**config.mk**
```make
export PLATFORM = sky130hd
export DESIGN_NAME = dat_name_hash_extractor_flat
export DESIGN_NICKNAME = d
export VERILOG_FILES = /design/src/sv/dnh_pkg.sv /design/src/sv/dnh_if.sv /design/src/sv/dnh_core.sv /design/src/sv/dat_name_hash_extractor.sv /design/src/flat_wrapper.sv
export VERILOG_INCLUDE_DIRS = /design/src /design/src/sv
export SDC_FILE = /design/constraint.sdc
export NUM_CORES = 1
export LEC_CHECK = 0
export ABC_AREA = 1
export BUFFER_PORTS_ARGS = -buffer_cell sky130_fd_sc_hd__buf_2
export CAP_MARGIN = 25
export CORE_AREA = 2 2 88 90
export DETAILED_ROUTE_END_ITERATION = 7
export DIE_AREA = 0 0 90 92
export GPL_TIMING_DRIVEN = 0
export PLACE_DENSITY = 0.81
export SETUP_SLACK_MARGIN = 0.3
export SLEW_MARGIN = 30
export SYNTH_ARGS = -nofsm -noshare
export SYNTH_HDL_FRONTEND = slang
export SYNTH_SLANG_ARGS = --single-unit
export TNS_END_PERCENT = 5
```
**constraint.sdc**
```tcl
create_clock -name i_clk -period 7.9 [get_ports i_clk]
set_clock_uncertainty 0.15 [all_clocks]
set_input_delay 1.185 -clock i_clk [delete_from_list [all_inputs] [get_ports i_clk]]
set_output_delay 1.185 -clock i_clk [all_outputs]
set_load 0.03 [all_outputs]
```
**src/sv/dat_name_hash_extractor_defines.svh**
```systemverilog
// Assertion macros for the catalog name/hash extractor
`ifndef DAT_NAME_HASH_EXTRACTOR_DEFINES_SVH
`define DAT_NAME_HASH_EXTRACTOR_DEFINES_SVH

// same-cycle implication, sampled on i_clk, off during reset
`define DNH_ASSERT_NOW(label, ante, cons, msg) \
    label: assert property (@(posedge i_clk) disable iff (!i_rst_n) \
        (ante) |-> (cons)) else $error(msg);

// next-cycle implication, sampled on i_clk, off during reset
`define DNH_ASSERT_NEXT(label, ante, cons, msg) \
    label: assert property (@(posedge i_clk) disable iff (!i_rst_n) \
        (ante) |=> (cons)) else $error(msg);

`endif

```
**src/sv/dnh_pkg.sv**
```systemverilog
// Shared types and constants of the catalog name/hash extractor
package dnh_pkg;

    localparam int unsigned HASH_MAX_LEN_DEF = 254;
    localparam int unsigned KEYWORD_LEN      = 4;
    localparam logic [7:0]  NAME_MAX_RST     = 8'd255;

    localparam int unsigned QUEUE_DEPTH = 4;
    localparam int unsigned QUEUE_AW    = $clog2(QUEUE_DEPTH);
    localparam int unsigned QUEUE_CW    = $clog2(QUEUE_DEPTH + 1);

    localparam logic [7:0] CH_SPACE = 8'h20;
    localparam logic [7:0] CH_TAB   = 8'h09;
    localparam logic [7:0] CH_CR    = 8'h0D;
    localparam logic [7:0] CH_LF    = 8'h0A;
    localparam logic [7:0] CH_QUOTE = 8'h22;

    typedef enum logic [2:0] {
        KIND_NAME_BYTE  = 3'd0,
        KIND_NAME_END   = 3'd1,
        KIND_HASH_BYTE  = 3'd2,
        KIND_HASH_FOUND = 3'd3,
        KIND_NOT_FOUND  = 3'd4
    } t_kind;

    typedef struct packed {
        t_kind      kind;
        logic [7:0] data;
        logic       last;
    } t_item;

    typedef struct packed {
        logic [1:0] count;
        logic       done;
        t_item      item0;
        t_item      item1;
    } t_push;

endpackage

```
**src/sv/dnh_if.sv**
```systemverilog
// Valid/ready channel interfaces for input bytes and result items
interface dnh_in_if;
    logic       valid;
    logic       ready;
    logic [7:0] in_byte;
    logic       end_of_input;

    modport source (output valid, output in_byte, output end_of_input, input ready);
    modport sink   (input valid, input in_byte, input end_of_input, output ready);
endinterface

interface dnh_out_if;
    logic       valid;
    logic       ready;
    logic [2:0] out_kind;
    logic [7:0] out_byte;
    logic       out_last;

    modport source (output valid, output out_kind, output out_byte, output out_last,
                    input ready);
    modport sink   (input valid, input out_kind, input out_byte, input out_last,
                    output ready);
endinterface

```
**src/sv/dnh_core.sv**
```systemverilog
// Tokenizer and keyword search state with result item generation
module dnh_core #(
    parameter int unsigned HashMaxLen = dnh_pkg::HASH_MAX_LEN_DEF
) (
    input  logic          i_clk,
    input  logic          i_rst_n,
    input  logic          i_cfg_wr_en,
    input  logic [7:0]    i_cfg_wr_data,
    input  logic          i_take,
    input  logic [7:0]    i_byte,
    input  logic          i_eoi,
    output dnh_pkg::t_push o_push
);

    typedef enum logic [2:0] {
        PH_GAME   = 3'd0,
        PH_NAMEKW = 3'd1,
        PH_NAME   = 3'd2,
        PH_SHA    = 3'd3,
        PH_HASH   = 3'd4,
        PH_DONE   = 3'd5
    } t_phase;

    localparam logic [8:0] HASH_LIMIT = 9'(HashMaxLen);
    localparam logic [8:0] KW_LIMIT   = 9'(dnh_pkg::KEYWORD_LEN);

    function automatic logic [7:0] kw_char(input t_phase ph, input logic [1:0] idx);
        logic [31:0] word;
        word = 32'h0;
        unique case (ph)
            PH_GAME:   word = {"g", "a", "m", "e"};
            PH_NAMEKW: word = {"n", "a", "m", "e"};
            default:   word = {"s", "h", "a", "1"};
        endcase
        return word[8 * (3 - idx) +: 8];
    endfunction

    t_phase     r_phase, n_phase;
    logic       r_quote, n_quote;
    logic [7:0] r_tlen,  n_tlen;
    logic       r_match, n_match;
    logic [7:0] r_name_max;

    logic       ws;
    logic [8:0] tlen_inc;
    logic [8:0] name_limit;
    logic       miss;
    dnh_pkg::t_push push;

    assign ws = (i_byte == dnh_pkg::CH_SPACE) || (i_byte == dnh_pkg::CH_TAB) ||
                (i_byte == dnh_pkg::CH_CR)    || (i_byte == dnh_pkg::CH_LF);
    assign tlen_inc   = {1'b0, r_tlen} + 9'd1;
    assign name_limit = (r_name_max == 8'd0) ? 9'd1 : {1'b0, r_name_max};
    assign miss = (tlen_inc > KW_LIMIT) || (i_byte != kw_char(r_phase, r_tlen[1:0]));

    always_comb begin
        n_phase = r_phase;
        n_quote = r_quote;
        n_tlen  = r_tlen;
        n_match = r_match;
        push    = '0;
        if (i_take && r_phase != PH_DONE) begin
            if (i_eoi) begin
                push.count      = 2'd1;
                push.item0.kind = dnh_pkg::KIND_NOT_FOUND;
                n_phase = PH_DONE;
                n_quote = 1'b0;
                n_tlen  = 8'd0;
                n_match = 1'b1;
            end else if (ws && r_tlen == 8'd0) begin
                n_phase = r_phase;
            end else if (ws && !r_quote) begin
                if (r_phase == PH_NAME) begin
                    push.count      = 2'd1;
                    push.item0.kind = dnh_pkg::KIND_NAME_END;
                    n_phase = PH_SHA;
                end else if (r_phase == PH_HASH) begin
                    push.count      = 2'd1;
                    push.item0.kind = dnh_pkg::KIND_HASH_FOUND;
                    n_phase = PH_DONE;
                end
                n_quote = 1'b0;
                n_tlen  = 8'd0;
                n_match = 1'b1;
            end else begin
                n_quote = r_quote ^ (i_byte == dnh_pkg::CH_QUOTE);
                n_tlen  = tlen_inc[7:0];
                if (r_phase == PH_NAME || r_phase == PH_HASH) begin
                    push.count      = 2'd1;
                    push.item0.kind = (r_phase == PH_NAME) ? dnh_pkg::KIND_NAME_BYTE
                                                           : dnh_pkg::KIND_HASH_BYTE;
                    push.item0.data = i_byte;
                    if (r_phase == PH_NAME && tlen_inc >= name_limit) begin
                        push.count      = 2'd2;
                        push.item1.kind = dnh_pkg::KIND_NAME_END;
                        n_phase = PH_SHA;
                        n_quote = 1'b0;
                        n_tlen  = 8'd0;
                        n_match = 1'b1;
                    end else if (r_phase == PH_HASH && tlen_inc >= HASH_LIMIT) begin
                        push.count      = 2'd2;
                        push.item1.kind = dnh_pkg::KIND_HASH_FOUND;
                        n_phase = PH_DONE;
                        n_quote = 1'b0;
                        n_tlen  = 8'd0;
                        n_match = 1'b1;
                    end
                end else begin
                    n_match = r_match && !miss;
                    if (tlen_inc >= KW_LIMIT) begin
                        if (r_match && !miss) begin
                            unique case (r_phase)
                                PH_GAME:   n_phase = PH_NAMEKW;
                                PH_NAMEKW: n_phase = PH_NAME;
                                default:   n_phase = PH_HASH;
                            endcase
                        end
                        n_quote = 1'b0;
                        n_tlen  = 8'd0;
                        n_match = 1'b1;
                    end
                end
            end
        end
        push.item0.last = (push.count == 2'd1);
        push.item1.last = (push.count == 2'd2);
        push.done       = (r_phase == PH_DONE);
    end

    always_ff @(posedge i_clk) begin
        if (!i_rst_n) begin
            r_phase    <= PH_GAME;
            r_quote    <= 1'b0;
            r_tlen     <= 8'd0;
            r_match    <= 1'b1;
            r_name_max <= dnh_pkg::NAME_MAX_RST;
        end else begin
            r_phase <= n_phase;
            r_quote <= n_quote;
            r_tlen  <= n_tlen;
            r_match <= n_match;
            if (i_cfg_wr_en) begin
                r_name_max <= i_cfg_wr_data;
            end
        end
    end

    assign o_push = push;

endmodule

```
**src/sv/dat_name_hash_extractor.sv**
```systemverilog
// Top level of the catalog name/hash extractor with result queue
//
// channel  dir  handshake     payload
// i_in     in   valid/ready   in_byte[7:0], end_of_input
// o_out    out  valid/ready   out_kind[2:0], out_byte[7:0], out_last
// i_cfg    in   wr_en         wr_data[7:0] (name_max_len)
//
// One input byte per cycle is taken while input ready is high; its 0 to 2 result
// items enter a four-entry result queue in the same cycle and leave one per cycle
// while the output is ready. Input ready is high while the queue has room for two
// items, so a byte that yields two items takes two output transfers to drain.
// Reset is synchronous and active low; the queue empties and the search restarts.
`include "dat_name_hash_extractor_defines.svh"

module dat_name_hash_extractor #(
    parameter int unsigned HashMaxLen = dnh_pkg::HASH_MAX_LEN_DEF
) (
    input  logic            i_clk,
    input  logic            i_rst_n,
    input  logic            i_cfg_wr_en,
    input  logic [7:0]      i_cfg_wr_data,
    dnh_in_if.sink          i_in,
    dnh_out_if.source       o_out
);

    localparam int unsigned AW = dnh_pkg::QUEUE_AW;
    localparam int unsigned CW = dnh_pkg::QUEUE_CW;

    dnh_pkg::t_item r_queue [dnh_pkg::QUEUE_DEPTH];
    logic [AW-1:0]  r_wr_ptr, n_wr_ptr;
    logic [AW-1:0]  r_rd_ptr, n_rd_ptr;
    logic [CW-1:0]  r_count,  n_count;

    logic           take;
    logic           pop;
    dnh_pkg::t_push push;
    dnh_pkg::t_item head;

    assign i_in.ready = (r_count <= CW'(dnh_pkg::QUEUE_DEPTH - 2));
    assign take       = i_in.valid && i_in.ready;
    assign pop        = o_out.valid && o_out.ready;

    dnh_core #(
        .HashMaxLen(HashMaxLen)
    ) u_core (
        .i_clk        (i_clk),
        .i_rst_n      (i_rst_n),
        .i_cfg_wr_en  (i_cfg_wr_en),
        .i_cfg_wr_data(i_cfg_wr_data),
        .i_take       (take),
        .i_byte       (i_in.in_byte),
        .i_eoi        (i_in.end_of_input),
        .o_push       (push)
    );

    assign n_wr_ptr = r_wr_ptr + AW'(push.count);
    assign n_rd_ptr = r_rd_ptr + AW'(pop);
    assign n_count  = r_count + CW'(push.count) - CW'(pop);

    always_ff @(posedge i_clk) begin
        if (push.count != 2'd0) begin
            r_queue[r_wr_ptr] <= push.item0;
        end
        if (push.count == 2'd2) begin
            r_queue[r_wr_ptr + AW'(1)] <= push.item1;
        end
    end

    always_ff @(posedge i_clk) begin
        if (!i_rst_n) begin
            r_wr_ptr <= '0;
            r_rd_ptr <= '0;
            r_count  <= '0;
        end else begin
            r_wr_ptr <= n_wr_ptr;
            r_rd_ptr <= n_rd_ptr;
            r_count  <= n_count;
        end
    end

    assign head           = r_queue[r_rd_ptr];
    assign o_out.valid    = (r_count != '0);
    assign o_out.out_kind = head.kind;
    assign o_out.out_byte = head.data;
    assign o_out.out_last = head.last;

    `DNH_ASSERT_NOW(a_queue_bound, 1'b1, r_count <= CW'(dnh_pkg::QUEUE_DEPTH),
        "result queue over capacity")
    `DNH_ASSERT_NOW(a_push_room, take, r_count <= CW'(dnh_pkg::QUEUE_DEPTH - 2),
        "input transfer without queue room")
    `DNH_ASSERT_NOW(a_done_silent, push.done, push.count == 2'd0,
        "result pushed after search finished")
    `DNH_ASSERT_NEXT(a_two_last, push.count == 2'd2,
        $past(push.item1.last) && !$past(push.item0.last),
        "last flag misplaced on two-item transfer")

endmodule

```
**src/flat_wrapper.sv**
```systemverilog
// flat-port wrapper written by rule: the top's interface ports become plain ports
module dat_name_hash_extractor_flat 
#(
    parameter int unsigned HashMaxLen = dnh_pkg::HASH_MAX_LEN_DEF
)
  (i_clk, i_rst_n, i_cfg_wr_en, i_cfg_wr_data, i_in_valid, i_in_in_byte, i_in_end_of_input, i_in_ready, o_out_valid, o_out_out_kind, o_out_out_byte, o_out_out_last, o_out_ready);
  dnh_in_if i_in_i ();
  dnh_out_if o_out_i ();
  input  logic i_clk;
  input  logic i_rst_n;
  input  logic i_cfg_wr_en;
  input  logic [7:0] i_cfg_wr_data;
  input wire logic [$bits(i_in_i.valid)-1:0] i_in_valid;
  input wire logic [$bits(i_in_i.in_byte)-1:0] i_in_in_byte;
  input wire logic [$bits(i_in_i.end_of_input)-1:0] i_in_end_of_input;
  output wire logic [$bits(i_in_i.ready)-1:0] i_in_ready;
  output wire logic [$bits(o_out_i.valid)-1:0] o_out_valid;
  output wire logic [$bits(o_out_i.out_kind)-1:0] o_out_out_kind;
  output wire logic [$bits(o_out_i.out_byte)-1:0] o_out_out_byte;
  output wire logic [$bits(o_out_i.out_last)-1:0] o_out_out_last;
  input wire logic [$bits(o_out_i.ready)-1:0] o_out_ready;
  assign i_in_i.valid = i_in_valid;
  assign i_in_i.in_byte = i_in_in_byte;
  assign i_in_i.end_of_input = i_in_end_of_input;
  assign i_in_ready = i_in_i.ready;
  assign o_out_valid = o_out_i.valid;
  assign o_out_out_kind = o_out_i.out_kind;
  assign o_out_out_byte = o_out_i.out_byte;
  assign o_out_out_last = o_out_i.out_last;
  assign o_out_i.ready = o_out_ready;
  dat_name_hash_extractor #(.HashMaxLen(HashMaxLen)) u_core (.i_clk(i_clk), .i_rst_n(i_rst_n), .i_cfg_wr_en(i_cfg_wr_en), .i_cfg_wr_data(i_cfg_wr_data), .i_in(i_in_i), .o_out(o_out_i));
endmodule
```
==> impl_metrics.env <==
export IMPL_peakVddDrop_uv=144.6
export IMPL_numCtsBuffers=9
export IMPL_rrSetupSlack_ns=3.72
export IMPL_antenna_found_initial=0
export IMPL_synth_top_area_share_pct=28.67
export IMPL_grt_pass1_wl_um=19430
export IMPL_hold_violations=0
export IMPL_drive_gt1_share_pct=11.75
export IMPL_outcome="finished, final reports clean"
export IMPL_gp_congestion=0.9400
export IMPL_synth_cells=649
export IMPL_ys_ff_latch=76
export IMPL_cts_root_buf="clkbuf_8"
export IMPL_setup_tns_ns=0
export IMPL_core_rowCount=32
export IMPL_ys_flop_type="dfxtp_1"
export IMPL_maxCapViolations=0
export IMPL_drt_pass1_iter_count=7
export IMPL_portBuffers=34
export IMPL_ys_warn_count=0
export IMPL_relSlewSlack_pct=37.92
export IMPL_worstSetupStartpointType="register"
export IMPL_grt_pass1_vias=4119
export IMPL_place_inst=785
export IMPL_cts_sinks=76
export IMPL_hold_class="reg2reg"
export IMPL_syn_nets=688
export IMPL_hold_buffers=0
export IMPL_hpwl_um=8673
export IMPL_fp_dieH_um=92
export IMPL_routed_via_density=5.670
export IMPL_crit_top_cell="nand2_1"
export IMPL_rsz0062_at_grt="false"
export IMPL_finalNonFillerCells=800
export IMPL_r2r_end="u_core.r_count[1]"
export IMPL_min_from="u_core.r_queue[2][11]"
export IMPL_r2r_cells=24
export IMPL_critPathMaxStageDelay_ns=0.50
export IMPL_fmax_ghz=0.2393
export IMPL_seq_area_frac_synth_pct=36.73
export IMPL_timing_rr_start="u_core.u_core.r_tlen[1]"
export IMPL_worst_hold_slack_ns=0.3236
export IMPL_drc=0
export IMPL_via_count=4536
export IMPL_synth_avg_cell_area_um2=6.886
export IMPL_synth_common_cells="nand2_1 (109), nor2_1 (108), dfxtp_1 (64), inv_1 (64), nand3_1 (60)"
export IMPL_min_to="u_core.r_queue[2][11]"
export IMPL_antenna_cells_inserted=0
export IMPL_period_share_pct=52.89
export IMPL_synth_area_leaders="dfxtp_1 (29%), nand2_1 (9.2%), nor2_1 (9.1%)"
export IMPL_cts_setup_buffers=0
export IMPL_p_per_area_mw_per_mm2=335.3
export IMPL_antenna_left=0
export IMPL_synth_edf_count=12
export IMPL_finalSetupViolations=0
export IMPL_die_w_um=90
export IMPL_wl_per_cell_um=14.64
export IMPL_crit_path_end_kind="register"
export IMPL_synth_cell_type_count=36
export IMPL_cts_tree="yes"
export IMPL_clkTransAtPathRegs_ns=0.08
export IMPL_drt_iter0_drc=313
export IMPL_yosysMostFrequentCell="nand2_1"
export IMPL_leakagePower_nw=2.472
export IMPL_worst_pin_slew_ns=0.9278
export IMPL_post_dp_cell_area_mm2=0.004767
export IMPL_grt_start_max_net_pins=13
export IMPL_nets=733
export IMPL_arrival_ns=4.31
export IMPL_slew_violations=0
export IMPL_ios=36
export IMPL_clockBufferDepth=2
export IMPL_slowest_stage="dfxtp_1"
export IMPL_final_cell_area_mm2=0.004986
export IMPL_cp_data_required_time_ns=8.04
export IMPL_htree_levels=3
export IMPL_worstHoldPathCells=2
export IMPL_crit_path_max_fanout=8
export IMPL_synthArstFlopShare_pct=0
export IMPL_syn_to_final_growth_pct=11.56
export IMPL_period_needed_ns=4.179
export IMPL_cp_startpoint="u_core.u_core.r_tlen[1]"
export IMPL_worstSetupPathType="reg2reg"
export IMPL_ctsResizeCount=0
export IMPL_routed_wl_um=11710
export IMPL_die_area_mm2=0.008280
export IMPL_worstSkewPairLatency_ns=0.36
export IMPL_crit_chain="ha_1 > nand2_1 > inv_1 > nand2_1 > xor2_1 > inv_1 > ha_1 > nand2_1 > nor2_1 > nand2_1 > nand3_1 > nand2_1 > nand2_1 > nand2_1 > nand2_1 > nand2_1 > nand2_4 > nand2_2 > a21oi_1 > inv_1 > ha_1 > inv_1 > fa_1 > nor2_1"
export IMPL_synth_cell_area_mm2=0.004469
export IMPL_synth_area_leader_cell="dfxtp_1"
export IMPL_initial_core_util_pct=60.01
export IMPL_core_mm2=0.007447
export IMPL_grt_usage_pct=29.10
export IMPL_grt_overflow=0
-- cells in the final DEF (no fill, tap or decap), types with 2 or more instances in the layout --
cell      Yosys  final
nand2_1     109    109
nor2_1      108    108
inv_1        64     64
dfxtp_1      64     64
nand3_1      60     60
a21oi_1      58     58
o21ai_0      49     49
buf_2         7     41
ha_1         16     16
clkbuf_1     13     13
edfxtp_1     12     12
o21ai_1      11     11
o22ai_1      11     11
clkbuf_8      0     11
nand4_1      10     10
nor3_1        8      8
nand2_2       7      7
xor2_1        6      6
nand2_4       5      5
clkinv_1      4      4
xnor2_1       3      3
nor2_2        3      3
buf_6         3      3
nor4_1        3      3
nor3b_1       2      2
inv_2         2      2
-- flip-flops by register name, indices dropped and copies added, names as in the netlist --
signal / flops
u_core.r_queue: 48
u_core.r_count: 3
u_core.u_core.r_name_max: 8
u_core.u_core.r_tlen: 8
u_core.r_wr_ptr: 2
u_core.u_core.r_match: 1
u_core.u_core.r_phase: 3
u_core.u_core.r_quote: 1
u_core.r_rd_ptr: 2
-- how the worst max path moves through the flow --
stage	end	cells past startpoint
3_5_place_dp	u_core.r_count[1]	24
5_1_grt	u_core.r_count[1]	24
2_1_floorplan	u_core.r_count[1]	24
3_3_place_gp	u_core.r_count[1]	24
6_report	u_core.r_count[1]	24
4_1_cts	u_core.r_count[1]	24
-- worst max-delay path: cells and delay by family (launching register included) --
kind | cells | cell delay, ns
simple gates | 14 | 1.18
fa+ha+maj | 4 | 1.18
flops | 1 | 0.50
buf+inv | 4 | 0.43
compound gates | 1 | 0.42
xor+xnor | 1 | 0.24
-- through the flow --
step,setup WS (ns),utilization [%],power (W)
4_1_cts,3.770,66.95,0.001662
3_3_place_gp,3.948,64.01,0.001316
5_1_grt,3.392,66.95,0.001793
6_report,3.721,66.95,0.001672
2_1_floorplan,4.524,-,0.001147
3_5_place_dp,3.800,64.01,0.001340
-- kinds of logic (layout without fill, tap and decap cells) --
kind of cell	count (synthesis)	count (layout)	synth area share, %
xor gates and xnor gates	10	10	2.128
AOI/OAI and AO/OA	132	132	15.29
adders and majority gates	17	17	4.927
buffers and inverters	96	145	9.210
DFF	76	76	36.73
and+or+nand+nor	318	318	31.72
-- report_power, final --
part           total, W  leakage [nW]  internal (W)  switching [W]
clock network  0.000329         0.110      0.000180       0.000149
registers      0.000584         0.644      0.000516      0.0000678
logic          0.000759          1.72      0.000245       0.000513
total           0.00167          2.47      0.000942       0.000730
-- area by class of cell --
cell class              count  area, um^2
flip-flops and latches     76        1642
well taps                 102       127.6
fillers                   694        2461
multi-input cells         477        2416
repair buffers             34       170.2
plain buffers              26       148.9
inverters                  70       262.8
clock buffers              12       176.4
clock inverters             3       42.54
-- layer usage --
| layer | track usage (%) | share of wire, % | vias up |
|---|---|---|---|
| li1 | - | - | 2244 |
| met1 | 37.45 | 43 | 2092 |
| met2 | 49.81 | 48 | 177 |
| met3 | 4.930 | 7.0 | 23 |
| met4 | 9.744 | 2.3 | 0 |
| met5 | 0 | 0 | - |
Note: power is estimated with default switching activity, not from simulation.
